==> config.mk <==
export PLATFORM = sky130hd
export DESIGN_NAME = volume_ladder_key_control
export DESIGN_NICKNAME = d
export VERILOG_FILES = /design/src/rtl/vlkc_pkg.sv /design/src/rtl/volume_ladder_key_control.sv
export SDC_FILE = /design/constraint.sdc
export NUM_CORES = 1
export LEC_CHECK = 0
export BUFFER_PORTS_ARGS = -buffer_cell sky130_fd_sc_hd__buf_2
export CORE_MARGIN = 4
export CORE_UTILIZATION = 59
export CTS_BUF_LIST = sky130_fd_sc_hd__clkbuf_8
export DETAILED_ROUTE_END_ITERATION = 12
export PLACE_DENSITY = 0.84
export SYNTH_ARGS = -nofsm -noshare
export SYNTH_HDL_FRONTEND = slang
export SYNTH_SLANG_ARGS = --single-unit
==> constraint.sdc <==
create_clock -name clk -period 3.5 [get_ports clk]
set_input_delay 0.7 -clock clk [delete_from_list [all_inputs] [get_ports clk]]
set_output_delay 0.7 -clock clk [all_outputs]
set_load 0.02 [all_outputs]
==> src/rtl/vlkc_pkg.sv <==
// shared types, codes and the volume ladder for the volume ladder key control
package vlkc_pkg;

    localparam int VOL_W      = 9;
    localparam int WVAL_W     = 11;
    localparam int RUNG_COUNT = 13;
    localparam int S_DATA_W   = 16;
    localparam int M_DATA_W   = 16;
    localparam int M_USER_W   = 2;

    typedef logic [VOL_W-1:0] vol_t;

    localparam vol_t VOLUME_UNITY   = 9'd256;
    localparam vol_t DEFAULT_VOLUME = 9'd128;
    localparam vol_t FALLBACK_RESET = 9'd128;

    // 3 dB rungs, unity last
    localparam vol_t LADDER [RUNG_COUNT] = '{
        9'd4, 9'd6, 9'd8, 9'd11, 9'd16, 9'd23, 9'd32, 9'd45,
        9'd64, 9'd91, 9'd128, 9'd181, VOLUME_UNITY
    };

    typedef enum logic
    {
        OP_KEY   = 1'b0,
        OP_WRITE = 1'b1
    } opcode_t;

    typedef enum logic [1:0]
    {
        KEY_OTHER = 2'd0,
        KEY_UP    = 2'd1,
        KEY_DOWN  = 2'd2,
        KEY_MUTE  = 2'd3
    } key_code_t;

endpackage

==> src/rtl/volume_ladder_key_control.sv <==
// master volume controller: ladder steps, mute toggle and direct writes
//
// Usage:
//   s_axis carries one item per handshake: tuser holds the opcode (key event
//   or direct write), tdata holds key_code, pressed and write_value. m_axis
//   returns exactly one result item per input item, in order: tdata holds
//   volume_now, tuser holds consumed and changed.
//   cfg_we/cfg_wdata write unmute_fallback; write it only while idle.
// Flow and throughput:
//   an accepted item lands in an input register, is worked out in one pass
//   of compare and select logic against the held volume state and goes into
//   the result register when the output side can advance; tvalid then rises.
//   One item per cycle is sustained while m_axis_tready stays high; the 13-rung compare is the only path.
// Reset:
//   volume 128, nothing remembered, fallback 128, both channels empty.
// Stall:
//   when m_axis_tready is low the result holds; one more item can wait in
//   the input register, after which s_axis_tready drops until the result
//   is taken.
module volume_ladder_key_control
(
    input  logic                          clk,
    input  logic                          rst_n,
    input  logic                          cfg_we,
    input  logic [vlkc_pkg::VOL_W-1:0]    cfg_wdata,
    input  logic                          s_axis_tvalid,
    output logic                          s_axis_tready,
    // [1:0] key_code, [2] pressed, [13:3] write_value, [15:14] zero
    input  logic [vlkc_pkg::S_DATA_W-1:0] s_axis_tdata,
    // [0] opcode
    input  logic                          s_axis_tuser,
    output logic                          m_axis_tvalid,
    input  logic                          m_axis_tready,
    // [8:0] volume_now, [15:9] zero
    output logic [vlkc_pkg::M_DATA_W-1:0] m_axis_tdata,
    // [0] consumed, [1] changed
    output logic [vlkc_pkg::M_USER_W-1:0] m_axis_tuser
);
    import vlkc_pkg::*;

    logic               in_valid_reg;
    opcode_t            in_op_reg;
    key_code_t          in_key_reg;
    logic               in_pressed_reg;
    logic [WVAL_W-1:0]  in_wval_reg;

    logic               out_valid_reg;
    vol_t               out_volume_reg;
    logic               out_consumed_reg;
    logic               out_changed_reg;

    vol_t               volume_reg;
    vol_t               volume_next;
    vol_t               premute_reg;
    vol_t               premute_next;
    vol_t               fallback_reg;

    logic               consumed_next;
    logic               changed_next;
    vol_t               step_up;
    vol_t               step_down;
    vol_t               step_n;
    vol_t               fallback_clamped;
    logic               advance;
    logic               in_accept;

    assign advance       = !out_valid_reg || m_axis_tready;
    assign s_axis_tready = !in_valid_reg || advance;
    assign in_accept     = s_axis_tvalid && s_axis_tready;

    assign fallback_clamped = (fallback_reg > VOLUME_UNITY) ? VOLUME_UNITY : fallback_reg;

    // lowest rung above and highest rung below the current volume
    always_comb
    begin
        step_up   = VOLUME_UNITY;
        step_down = '0;
        for (int i = RUNG_COUNT - 1; i >= 0; i--)
        begin
            if (LADDER[i] > volume_reg)
            begin
                step_up = LADDER[i];
            end
        end
        for (int j = 0; j < RUNG_COUNT; j++)
        begin
            if (LADDER[j] < volume_reg)
            begin
                step_down = LADDER[j];
            end
        end
    end

    always_comb
    begin
        volume_next   = volume_reg;
        premute_next  = premute_reg;
        consumed_next = 1'b0;
        changed_next  = 1'b0;
        step_n        = (in_key_reg == KEY_UP) ? step_up : step_down;
        unique case (in_op_reg)
            OP_WRITE:
            begin
                changed_next = 1'b1;
                if (in_wval_reg[WVAL_W-1])
                begin
                    volume_next = '0;
                end
                else if (in_wval_reg[WVAL_W-2:0] > {1'b0, VOLUME_UNITY})
                begin
                    volume_next = VOLUME_UNITY;
                end
                else
                begin
                    volume_next = in_wval_reg[VOL_W-1:0];
                end
            end
            OP_KEY:
            begin
                if (in_key_reg != KEY_OTHER)
                begin
                    consumed_next = 1'b1;
                    if (in_pressed_reg)
                    begin
                        changed_next = 1'b1;
                        unique case (in_key_reg)
                            KEY_UP, KEY_DOWN:
                            begin
                                volume_next = step_n;
                                if (step_n == '0 && volume_reg != '0)
                                begin
                                    premute_next = volume_reg;
                                end
                                else if (step_n != '0)
                                begin
                                    premute_next = '0;
                                end
                            end
                            KEY_MUTE:
                            begin
                                if (volume_reg != '0)
                                begin
                                    premute_next = volume_reg;
                                    volume_next  = '0;
                                end
                                else
                                begin
                                    premute_next = '0;
                                    volume_next  = (premute_reg != '0) ? premute_reg
                                                                        : fallback_clamped;
                                end
                            end
                            default:
                            begin
                                volume_next = volume_reg;
                            end
                        endcase
                    end
                end
            end
            default:
            begin
                volume_next = volume_reg;
            end
        endcase
    end

    always_ff @(posedge clk or negedge rst_n)
    begin
        if (!rst_n)
        begin
            in_valid_reg  <= 1'b0;
            out_valid_reg <= 1'b0;
            volume_reg    <= DEFAULT_VOLUME;
            premute_reg   <= '0;
            fallback_reg  <= FALLBACK_RESET;
        end
        else
        begin
            if (cfg_we)
            begin
                fallback_reg <= cfg_wdata;
            end
            if (in_accept)
            begin
                in_valid_reg <= 1'b1;
            end
            else if (advance)
            begin
                in_valid_reg <= 1'b0;
            end
            if (advance)
            begin
                out_valid_reg <= in_valid_reg;
                if (in_valid_reg)
                begin
                    volume_reg  <= volume_next;
                    premute_reg <= premute_next;
                end
            end
        end
    end

    always_ff @(posedge clk)
    begin
        if (in_accept)
        begin
            in_op_reg      <= opcode_t'(s_axis_tuser);
            in_key_reg     <= key_code_t'(s_axis_tdata[1:0]);
            in_pressed_reg <= s_axis_tdata[2];
            in_wval_reg    <= s_axis_tdata[13:3];
        end
        if (advance && in_valid_reg)
        begin
            out_volume_reg   <= volume_next;
            out_consumed_reg <= consumed_next;
            out_changed_reg  <= changed_next;
        end
    end

    assign m_axis_tvalid = out_valid_reg;
    assign m_axis_tdata  = {{(M_DATA_W - VOL_W){1'b0}}, out_volume_reg};
    assign m_axis_tuser  = {out_changed_reg, out_consumed_reg};

    // volume state never leaves the 0..unity range
    a_volume_range: assert property (@(posedge clk) disable iff (!rst_n)
        volume_reg <= VOLUME_UNITY)
        else $error("master volume above unity");

    // a waiting result always shows the current volume state
    a_result_matches_state: assert property (@(posedge clk) disable iff (!rst_n)
        out_valid_reg |-> (out_volume_reg == volume_reg))
        else $error("pending result differs from volume state");

    // input side only stalls when both stages are full and the output is blocked
    a_stall_cause: assert property (@(posedge clk) disable iff (!rst_n)
        !s_axis_tready |-> (in_valid_reg && out_valid_reg && !m_axis_tready))
        else $error("input stalled without a full pipeline");

    // a key release never reports a change
    a_release_no_change: assert property (@(posedge clk) disable iff (!rst_n)
        (advance && in_valid_reg && in_op_reg == OP_KEY && !in_pressed_reg)
            |=> (out_valid_reg && !out_changed_reg))
        else $error("key release reported a change");

endmodule

[Yosys cells after proc, flatten, opt, wreduce, memory -nomap -nowiden]
Cells that the tools add are included.
Cells by class
  bitwise operators: 1
  shift operators: 0
  div/mod/pow operators: 0
  add/sub/neg operators: 0
  reductions and logical operators: 17
  multiplexer cells: 45
  equality and inequality tests: 4
  multipliers: 0
  magnitude comparators: 27
Operators with widths (number)
  9-bit two-way mux: 35
  9-bit one-hot mux with 2 select lines: 3
  9-bit nonzero test: 3
  3-bit by 9-bit greater-than comparator with 1-bit output, first input constant: 2
  4-bit by 9-bit greater-than comparator with 1-bit output, first input constant: 2
  5-bit by 9-bit greater-than comparator with 1-bit output, first input constant: 2
  6-bit by 9-bit greater-than comparator with 1-bit output, first input constant: 2
  7-bit by 9-bit greater-than comparator with 1-bit output, first input constant: 2
  8-bit by 9-bit greater-than comparator with 1-bit output, first input constant: 2
  3-bit by 9-bit < comparator with 1-bit output, first input constant: 2
  4-bit by 9-bit < comparator with 1-bit output, first input constant: 2
  5-bit by 9-bit < comparator with 1-bit output, first input constant: 2
  6-bit by 9-bit < comparator with 1-bit output, first input constant: 2
  7-bit by 9-bit < comparator with 1-bit output, first input constant: 2
  8-bit by 9-bit < comparator with 1-bit output, first input constant: 2
  10-bit by 9-bit greater-than comparator with 1-bit output, second input constant: 1
  9-bit greater-than comparator, second input constant: 1
  9-bit logical NOT: 1
  9-bit < comparator, first input constant: 1
  7-bit AND reduction: 1
  2-bit nonzero test: 3
  1-bit two-way mux: 5
  2-bit == test, second input constant: 2
  1-bit logical AND: 3
  other kinds (9): 11
Storage, ports and cells
  memories: 0
  bits in writable memories: 0
  register bits: 55
  output and inout port bits: 20
  bits of input ports: 31
  latch bits: 0
  bits in read-only memories: 0

[Longest topological paths before layout]
Gate-level depths: netlist (run 1).
  word-level depth: 19
  mapped depth: 10
  gate-level depth less buffers: 9

[Worst setup path before layout (run 1)]
OpenSTA, ideal clock, no wires.
  path kind: reg2reg
  start: register volume_reg[7]
  end: register premute_reg[0]
  path buffers: 1
  arrival time: 2425 ps
  library setup time: 66 ps
  path slack: 1009 ps
  cell stages (with the launch flop): 9
  cell sequence: dfstp_2 -> buf_2 -> or3_1 -> nor4b_1 -> o311a_1 -> a211oi_1 -> or4b_4 -> o41ai_4 -> a22o_1
On the way
  cells in the longest elaborated chain, start to end: 19
  elaborated cells on any way between the ends: 60
  those cells by class: order compare: 25; eq/ne: 1; mux: 29; reduce/logical: 5
RTL lines
  from (decl): line volume_ladder_key_control.sv:52  | vol_t volume_reg;
  from (signal assigned): line volume_ladder_key_control.sv:197  | volume_reg <= volume_next;
  3-bit by 9-bit < comparator with 1-bit output: line volume_ladder_key_control.sv:87  | if (LADDER[j] < volume_reg)
  3-bit two-way mux: line volume_ladder_key_control.sv:87
  9-bit two-way mux (12 in a row): line volume_ladder_key_control.sv:87
  9-bit two-way mux: line volume_ladder_key_control.sv:100  | step_n = (in_key_reg == KEY_UP) ? step_up : step_down;
  9-bit logical NOT: line volume_ladder_key_control.sv:130  | if (step_n == '0 && volume_reg != '0)
  1-bit logical AND: line volume_ladder_key_control.sv:130
  3-bit inequality test (no line) or 9-bit two-way mux (tied branches)
  7-bit AND reduction (no line) or 9-bit one-hot mux with 2 select lines (tied branches)
  to (signal assigned): line volume_ladder_key_control.sv:198  | premute_reg <= premute_next;
  to (decl): line volume_ladder_key_control.sv:54  | vol_t premute_reg;
Parallel ways exist; a longest one is shown, timed or not.
A chain may end at the register's enable or synchronous reset.

[Worst setup path after layout (run 1)]
  start: register volume_reg[2]
  end: register premute_reg[1]
Same word-level chain as after synthesis.

==> run metrics, run 1 <==
max-slew violations 0; Post-synth top flop dfrtp_1; die area approximately 7000 µm²; minimum clock period 3.00 ns; largest net degree at the start of global routing 30; first-pass GRT wire length 13500 µm; total track usage 0.236; CTS tree built; layout cells sized above 1 0.227; Nets between 400 and 500; Worst Setup Path Type reg2reg; R2R setup slack 0.50 ns; vias in the first global route between 2k and 3k; status completed; leakage between 1 and 1.5 nW; CP Max Fanout 22; yosys warns 0; DR iter-0 viols 383; Slew @ Worst Pin roughly 0.85 ns; antenna-violating nets left 0; most frequent cells in the layout buf_2 (41), nor2_1 (28), dfrtp_1 (27); # H-tree levels 2; EDFF count, synth 26; register bit total from synthesis 55; antenna cells 0; Synth top area share 0.230; Cells after Synth 345; Initial Utilization 0.612; antenna violations before repair 0; number of clock sinks 55; Hold Crit Class in2async; DRC Markers 0; total wire length 8210 µm; total of max-cap violations 0; Vias 2883; worst-skew pair later-pin latency 0.31 ns; cell area after synthesis about 3400 µm²; area grow syn2layout 8.57%; chip width 83.8 µm; Synth area leaders edfxtp_1 (23%), dfrtp_1 (20%), mux2_2 (5.3%); root buf cell clkbuf_8; via/cell ratio roughly 6.5; Yosys cell types 66; period utilization 0.858; P per Cell Area 557 nW/µm²; final setup TNS 0 ns; post-CTS setup buffers 0; height of the die ~84 µm; crit-path cells a21o_1 > a311oi_1 > o311a_1 > a211oi_1 > or4b_4 > o41ai_4 > a22o_1; Rel. slew slack 0.428; DRT Pass-1 Iters 7; Startpoint Class register; gr ovfl total 0; peak supply drop a little over 0.3 mV; Final Skew about 0.014 ns; post-cts sizing count 0; WHS 0.404 ns; RSZ-0062 raised after global routing false; Final setup violation count 0; Hold Fails Final Rpt 0; commonest non-fill, non-tap cell in the layout buf_2; row count 27; largest area contributor in the netlist edfxtp_1; wire per inst roughly 19 µm; Top Ports just over 50; crit-path max cell delay 0.79 ns; CP Capture Type register; TritonCTS buffer count 5; Worst-path clk slew roughly 0.11 ns; post-DP HPWL 6010 µm; PortBufs between 40 and 50; Largest register FFs 11; # hold bufs at CTS 0; CTS Buffer Depth 2; sequential fraction of the synthesis area 0.445; Worst EP required 3.76 ns; Worst EP arrival approximately 3.3 ns; Core Region 5540 µm²; Peak Freq 333 MHz; Avg Cell Area, Syn approximately 9.8 µm²; asr flop ratio synth 0.527; Critical-path top delay cell dfrtp_1; GP Congestion 1.01
where the power goes:
| group | switching (W) | internal, W |
|---|---|---|
| clock | 0.000224 | 0.000221 |
| sequential | 0.000137 | 0.000762 |
| combinational | 0.000420 | 0.000287 |
layout make-up:
class | count | area, µm²
clock buffers | 5 | 68.8
clock inverters | 3 | 55.1
fillers | 442 | 1860
inverters | 9 | 33.8
multi-input cells | 254 | 1690
flip-flops and latches | 55 | 1510
well taps | 72 | 90.1
repair buffers | 44 | 228
per-stage QoR:
stage	instance area (µm²)	worst slack, ns	util	std cells	total power (W)
finish	3680	0.496	0.664	442	0.00205
global route	3680	0.327	0.664	442	0.00216
CTS	3680	0.556	0.664	442	0.00203
detailed placement	3550	0.592	0.642	434	0.00159
global placement	3550	0.608	0.642	434	0.00158
floorplan	3410	1.01	-	351	0.00142
final timing paths:
check,start,to,cells after the start
min reg2reg,in_valid_reg,m_axis_tvalid,1
max,volume_reg[2],premute_reg[1],7
min,rst_n,premute_reg[5],1
max reg2reg,volume_reg[2],premute_reg[1],7
min in group clk,in_valid_reg,m_axis_tvalid,1
max in group asynchronous,rst_n,fallback_reg[4],1
cell families after synthesis:
family,synth area share
simple gates,0.195
compound gates,0.230
flops,0.445
buf+inv,0.0613
mux,0.0561
fa+ha+maj,0.0111
other cells,0.00111
Yosys cell counts, types with 4 or more instances:
cell / n
nor2_1: 28
dfrtp_1: 27
edfxtp_1: 26
a21oi_1: 23
nand2_1: 22
mux2_2: 16
clkbuf_1: 12
nand2b_1: 12
o21ai_0: 12
a31oi_1: 10
buf_2: 10
buf_4: 10
inv_1: 9
nand3_1: 9
nor2b_1: 8
a22o_1: 6
nor3_1: 6
o31ai_1: 6
a211oi_1: 5
and2_1: 5
o21ai_1: 5
or3_1: 5
nor4_1: 4
o221ai_1: 4
or4_1: 4
per-layer routing:
layer	share of wire	global-route usage	vias to the layer above
li1	-	-	1341
met1	0.42	0.331	1336
met2	0.45	0.364	179
met3	0.099	0.0464	27
met4	0.030	0.0819	0
met5	0	0	-
worst max-delay path: cells and delay by family (launching register included):
family / cells / cell delay (ns)
AO/OA/AOI/OAI: 6 / 1.63
AND/OR/NAND/NOR: 1 / 0.52
flip-flops: 1 / 0.79
Power figures use the tool's default switching activity.
==> run 2, diff against run 1 <==
--- a/config.mk
+++ b/config.mk
@@ -11,6 +11,7 @@
 export CTS_BUF_LIST = sky130_fd_sc_hd__clkbuf_8
 export DETAILED_ROUTE_END_ITERATION = 12
 export PLACE_DENSITY = 0.84
+export REMOVE_ABC_BUFFERS = 1
 export SYNTH_ARGS = -nofsm -noshare
 export SYNTH_HDL_FRONTEND = slang
 export SYNTH_SLANG_ARGS = --single-unit
==> run 2 against run 1 <==
  * Count of clock-buffer cells in the layout increased by 1
  * Hold slack improved by 0.0027 ns
  * Clock power decreased by 19%
  * Sequential cell count unchanged
  * Final area increased by 0.24%
  * Final cell count increased by 1.1%
  * First-iteration DRC count decreased by 32%
  * Power decreased by 3.1%
  * Critical endpoint is now premute_reg[0]
  * Worst setup slack got worse by 0.051 ns
  * Largest cell class unchanged
  * Sequential power about the same
  * Core utilization increased by 0.16 points
  * Fmax decreased by 1.7%
==> run metrics, run 2 (synthesis results as in run 1) <==
CTS Buffer Depth 2; Worst EP required approximately 3.8 ns; CP Max Fanout 22; Top Ports 51; root buf cell clkbuf_8; Final Skew 0.0100 ns; post-CTS setup buffers 0; Hold Fails Final Rpt 0; height of the die 83.8 µm; Peak Freq 327 MHz; PortBufs 41; CTS tree built; RSZ-0062 raised after global routing false; wire per inst 18.2 µm; # hold bufs at CTS 0; most frequent cells in the layout buf_2 (41), nor2_1 (28), dfrtp_1 (27); post-DP HPWL roughly 6000 µm; Final WS setup roughly 0.44 ns; dpl cell area roughly 3600 µm²; DRT Pass-1 Iters 7; max-slew violations 0; Final setup violation count 0; P per Cell Area about 540 nW/µm²; Worst Setup Path Type reg2reg; # H-tree levels 2; DRC Markers 0; Slew @ Worst Pin a little over 0.8 ns; DR iter-0 viols roughly 260; CP Capture Type register; Critical-path top delay cell dfrtp_1; final setup TNS 0 ns; largest net degree at the start of global routing 30; period utilization 0.873; chip width 83.8 µm; via/cell ratio roughly 6.6; total wire length 8130 µm; row count 27; TritonCTS buffer count 5; first-pass GRT wire length 13800 µm; Vias 2967; crit-path max cell delay 0.89 ns; leakage 1.50 nW; Worst-path clk slew 0.10 ns; number of clock sinks 55; worst slack, placed around 0.56 ns; antenna violations before repair 0; Initial Utilization 0.612; worst-skew pair later-pin latency 0.31 ns; Largest register FFs 11; fin area 3690 µm²; area grow syn2layout 8.83%; commonest non-fill, non-tap cell in the layout buf_2; gr ovfl total 0; Nets 408; antenna cells 0; crit-path cells a311oi_1 > o311a_1 > a211oi_1 > or4b_4 > o41ai_4 > a22o_1; vias in the first global route 2910; Startpoint Class register; antenna-violating nets left 0; post-cts sizing count 0; die area 7020 µm²; GP Congestion 1.01; Core Region 5540 µm²; total of max-cap violations 0; total track usage 0.238; minimum clock period 3.06 ns; status completed; Hold Crit Class in2async; layout cells sized above 1 0.235; peak supply drop 0.313 mV; Rel. slew slack 0.454; Worst EP arrival ~3.3 ns
[run 2: where the power goes]
| part | internal (W) | switching (W) | total (W) |
|---|---|---|---|
| combinational | 0.000302 | 0.000423 | 0.000725 |
| clock | 0.000160 | 0.000201 | 0.000360 |
| sequential | 0.000761 | 0.000140 | 0.000901 |
| total | 0.00122 | 0.000763 | 0.00199 |
[run 2: worst paths after layout]
kind	from	endpoint	slack [ns]	cells past startpoint
setup reg to reg	volume_reg[4]	premute_reg[0]	0.44	6
min in group clk	in_valid_reg	m_axis_tvalid	0.50	1
hold / removal	rst_n	volume_reg[4]	0.41	1
hold reg to reg	in_valid_reg	m_axis_tvalid	0.50	1
max in group asynchronous	rst_n	in_valid_reg	2.68	1
setup / recovery	volume_reg[4]	premute_reg[0]	0.44	6
[run 2: cell type report]
class / instances / area (µm²)
clock buffer: 6 / 82.6
clock inverter: 2 / 12.5
fill: 443 / 1850
inverter: 9 / 33.8
multi-input combinational: 254 / 1690
sequential: 55 / 1510
tap: 72 / 90.1
timing repair buffer: 49 / 265
[run 2: stage by stage]
stage	instances	total power (W)	utilization	hold WS, ns
6_report	447	0.00199	0.666	0.406
5_1_grt	447	0.00210	0.666	0.469
4_1_cts	447	0.00196	0.666	0.432
3_5_place_dp	439	0.00161	0.648	0.492
3_3_place_gp	439	0.00160	0.648	0.478
2_1_floorplan	318	0.00138	-	0.404
[run 2: layer usage]
| metal | global-route usage | wire [µm] | vias up |
|---|---|---|---|
| met2 | 0.424 | 3920 | 179 |
| met5 | 0 | 0 | - |
| met4 | 0.0877 | 297 | 0 |
| li1 | - | - | 1353 |
| met3 | 0.0286 | 612 | 43 |
| met1 | 0.295 | 3300 | 1392 |
[run 2: critical path: cells and delay by family, from the launching register on]
kind	cells	cell delay, ns
DFF	1	0.89
AOI/OAI and AO/OA	5	1.57
and+or+nand+nor	1	0.53
==> run 3, diff against run 2 <==
--- a/config.mk
+++ b/config.mk
@@ -10,6 +10,7 @@
 export CORE_UTILIZATION = 59
 export CTS_BUF_LIST = sky130_fd_sc_hd__clkbuf_8
 export DETAILED_ROUTE_END_ITERATION = 12
+export GPL_TIMING_DRIVEN = 0
 export PLACE_DENSITY = 0.84
 export REMOVE_ABC_BUFFERS = 1
 export SYNTH_ARGS = -nofsm -noshare
==> run 3 against run 2 <==
  * Die area unchanged
  * Critical endpoint is now premute_reg[1]
  * Final area down 1.6%
  * Hold slack worse by 0.0011 ns
==> run metrics, run 3 (synthesis results as in run 1) <==
TritonCTS buffer count 5; antenna-violating nets left 0; status completed; Nets 400; gr ovfl total 0; post-CTS setup buffers 0; Worst EP arrival 3.40 ns; worst-skew pair later-pin latency 0.31 ns; DR iter-0 viols 400; Rel. slew slack 0.377; total wire length 8110 µm; most frequent cells in the layout buf_2 (41), nor2_1 (28), dfrtp_1 (27); most used routing layer met2; Largest register FFs 11; leakage 1.45 nW; die area ~7000 µm²; Vias roughly 2.9k; row count 27; wire per inst between 15 and 20 µm; antenna cells 0; Hold Crit Class in2async; # fillers 445; PnR Total Power 0.00196 W; commonest non-fill, non-tap cell in the layout buf_2; worst reg2reg path startpoint volume_reg[5]; layout cells sized above 1 0.221; Top Ports 51; total of max-cap violations 0; DRT Pass-1 Iters 4; R2R setup slack ~0.36 ns; peak supply drop 0.443 mV; fin area roughly 3600 µm²; P per Cell Area around 540 nW/µm²; Worst Setup Path Type reg2reg; placed cells 431; Flop pwr share 0.479; vias in the first global route 2770; dpl cell area 3530 µm²; terminus of the critical flop-to-flop path premute_reg[1]; met1 GRT Util 0.322; Switch Pwr 0.000773 W; # hold bufs at CTS 0; R2R cell count 7; Worst-path clk slew 0.10 ns; Int Power 0.00119 W; chip width 83.8 µm; PortBufs a little over 40; total track usage 0.238; fin cells 439; GP Congestion 0.943; area grow syn2layout 7.09%; RSZ-0062 raised after global routing false; Switching Fraction 0.395; DRC Markers 0; met3 Usage GRT 0.0336; Hold Fails Final Rpt 0; # H-tree levels 2; post-cts sizing count 0; root buf cell clkbuf_8; CTS tree built; combinational share of power 0.336; Initial Utilization 0.612; WHS 0.405 ns; Startpoint Class register; Final setup violation count 0; GRT met2 Usage 0.393; largest net degree at the start of global routing 30; minimum clock period between 3 and 4 ns; number of clock sinks 55; Core Region 5540 µm²; Final Skew 0.00447 ns; post-DP HPWL ~5800 µm; first-pass GRT wire length ~14000 µm; Peak Freq 318 MHz; CP Capture Type register; Worst EP required 3.75 ns; Clock Power Share 0.185; period utilization 0.898; max-slew violations 0; CTS Buffer Depth 2; CP Max Fanout 25; via/cell ratio 6.59; height of the die approximately 84 µm; antenna violations before repair 0; final setup TNS 0 ns; Slew @ Worst Pin a little over 0.9 ns
==> run 3: worst max-delay path: stages (launching register included) <==
cell and delay (ns):
dfrtp_1 0.89, or4_4 0.29, a211oi_2 0.05, o311a_1 0.39, a211oi_1 0.37, or4b_4 0.53, o41ai_4 0.35, a22o_1 0.19
==> run 3: power by group through the flow <==
| stage | clock [W] | combinational, W | sequential [W] |
|---|---|---|---|
| after global placement | 0 | 0.000635 | 0.000938 |
| after floorplan | 0 | 0.000476 | 0.000902 |
| after detailed placement | 0 | 0.000644 | 0.000942 |
| after global routing | 0.000403 | 0.000727 | 0.000951 |
| final | 0.000362 | 0.000659 | 0.000938 |
| after CTS | 0.000369 | 0.000648 | 0.000930 |
==> run 3: layout make-up <==
type / instances / area [µm²] / share of cell area
Tap cell: 72 / 90.1 / 0.0248
Sequential cell: 55 / 1510 / 0.416
Clock inverter: 3 / 27.5 / 0.00759
Timing Repair Buffer: 41 / 205 / 0.0566
Inverter: 9 / 33.8 / 0.00931
Clock buffer: 5 / 68.8 / 0.0190
Multi-Input combinational cell: 254 / 1690 / 0.467
==> run 3: worst max path at each step <==
stage                        startpoint              to  slack [ns]  cells past startpoint
after floorplan           volume_reg[8]  premute_reg[2]        0.89                      7
after global placement    volume_reg[8]  premute_reg[1]        0.47                      7
after detailed placement  volume_reg[4]   volume_reg[5]        0.47                      7
after CTS                 volume_reg[8]  premute_reg[1]        0.44                      7
after global routing      volume_reg[4]   volume_reg[5]        0.22                      7
final                     volume_reg[5]  premute_reg[1]        0.36                      7
==> run 3: routing by layer <==
| metal | routed length [µm] | vias to the layer above |
|---|---|---|
| li1 | - | 1340 |
| met1 | 3330 | 1376 |
| met2 | 3940 | 154 |
| met3 | 662 | 21 |
| met4 | 179 | 0 |
| met5 | 0 | - |
==> run 3: through the flow <==
| step | util | setup slack [ns] |
|---|---|---|
| final | 0.655 | 0.356 |
| after global routing | 0.655 | 0.216 |
| after CTS | 0.655 | 0.437 |
| after detailed placement | 0.638 | 0.470 |
| after global placement | 0.638 | 0.468 |
| after floorplan | - | 0.886 |
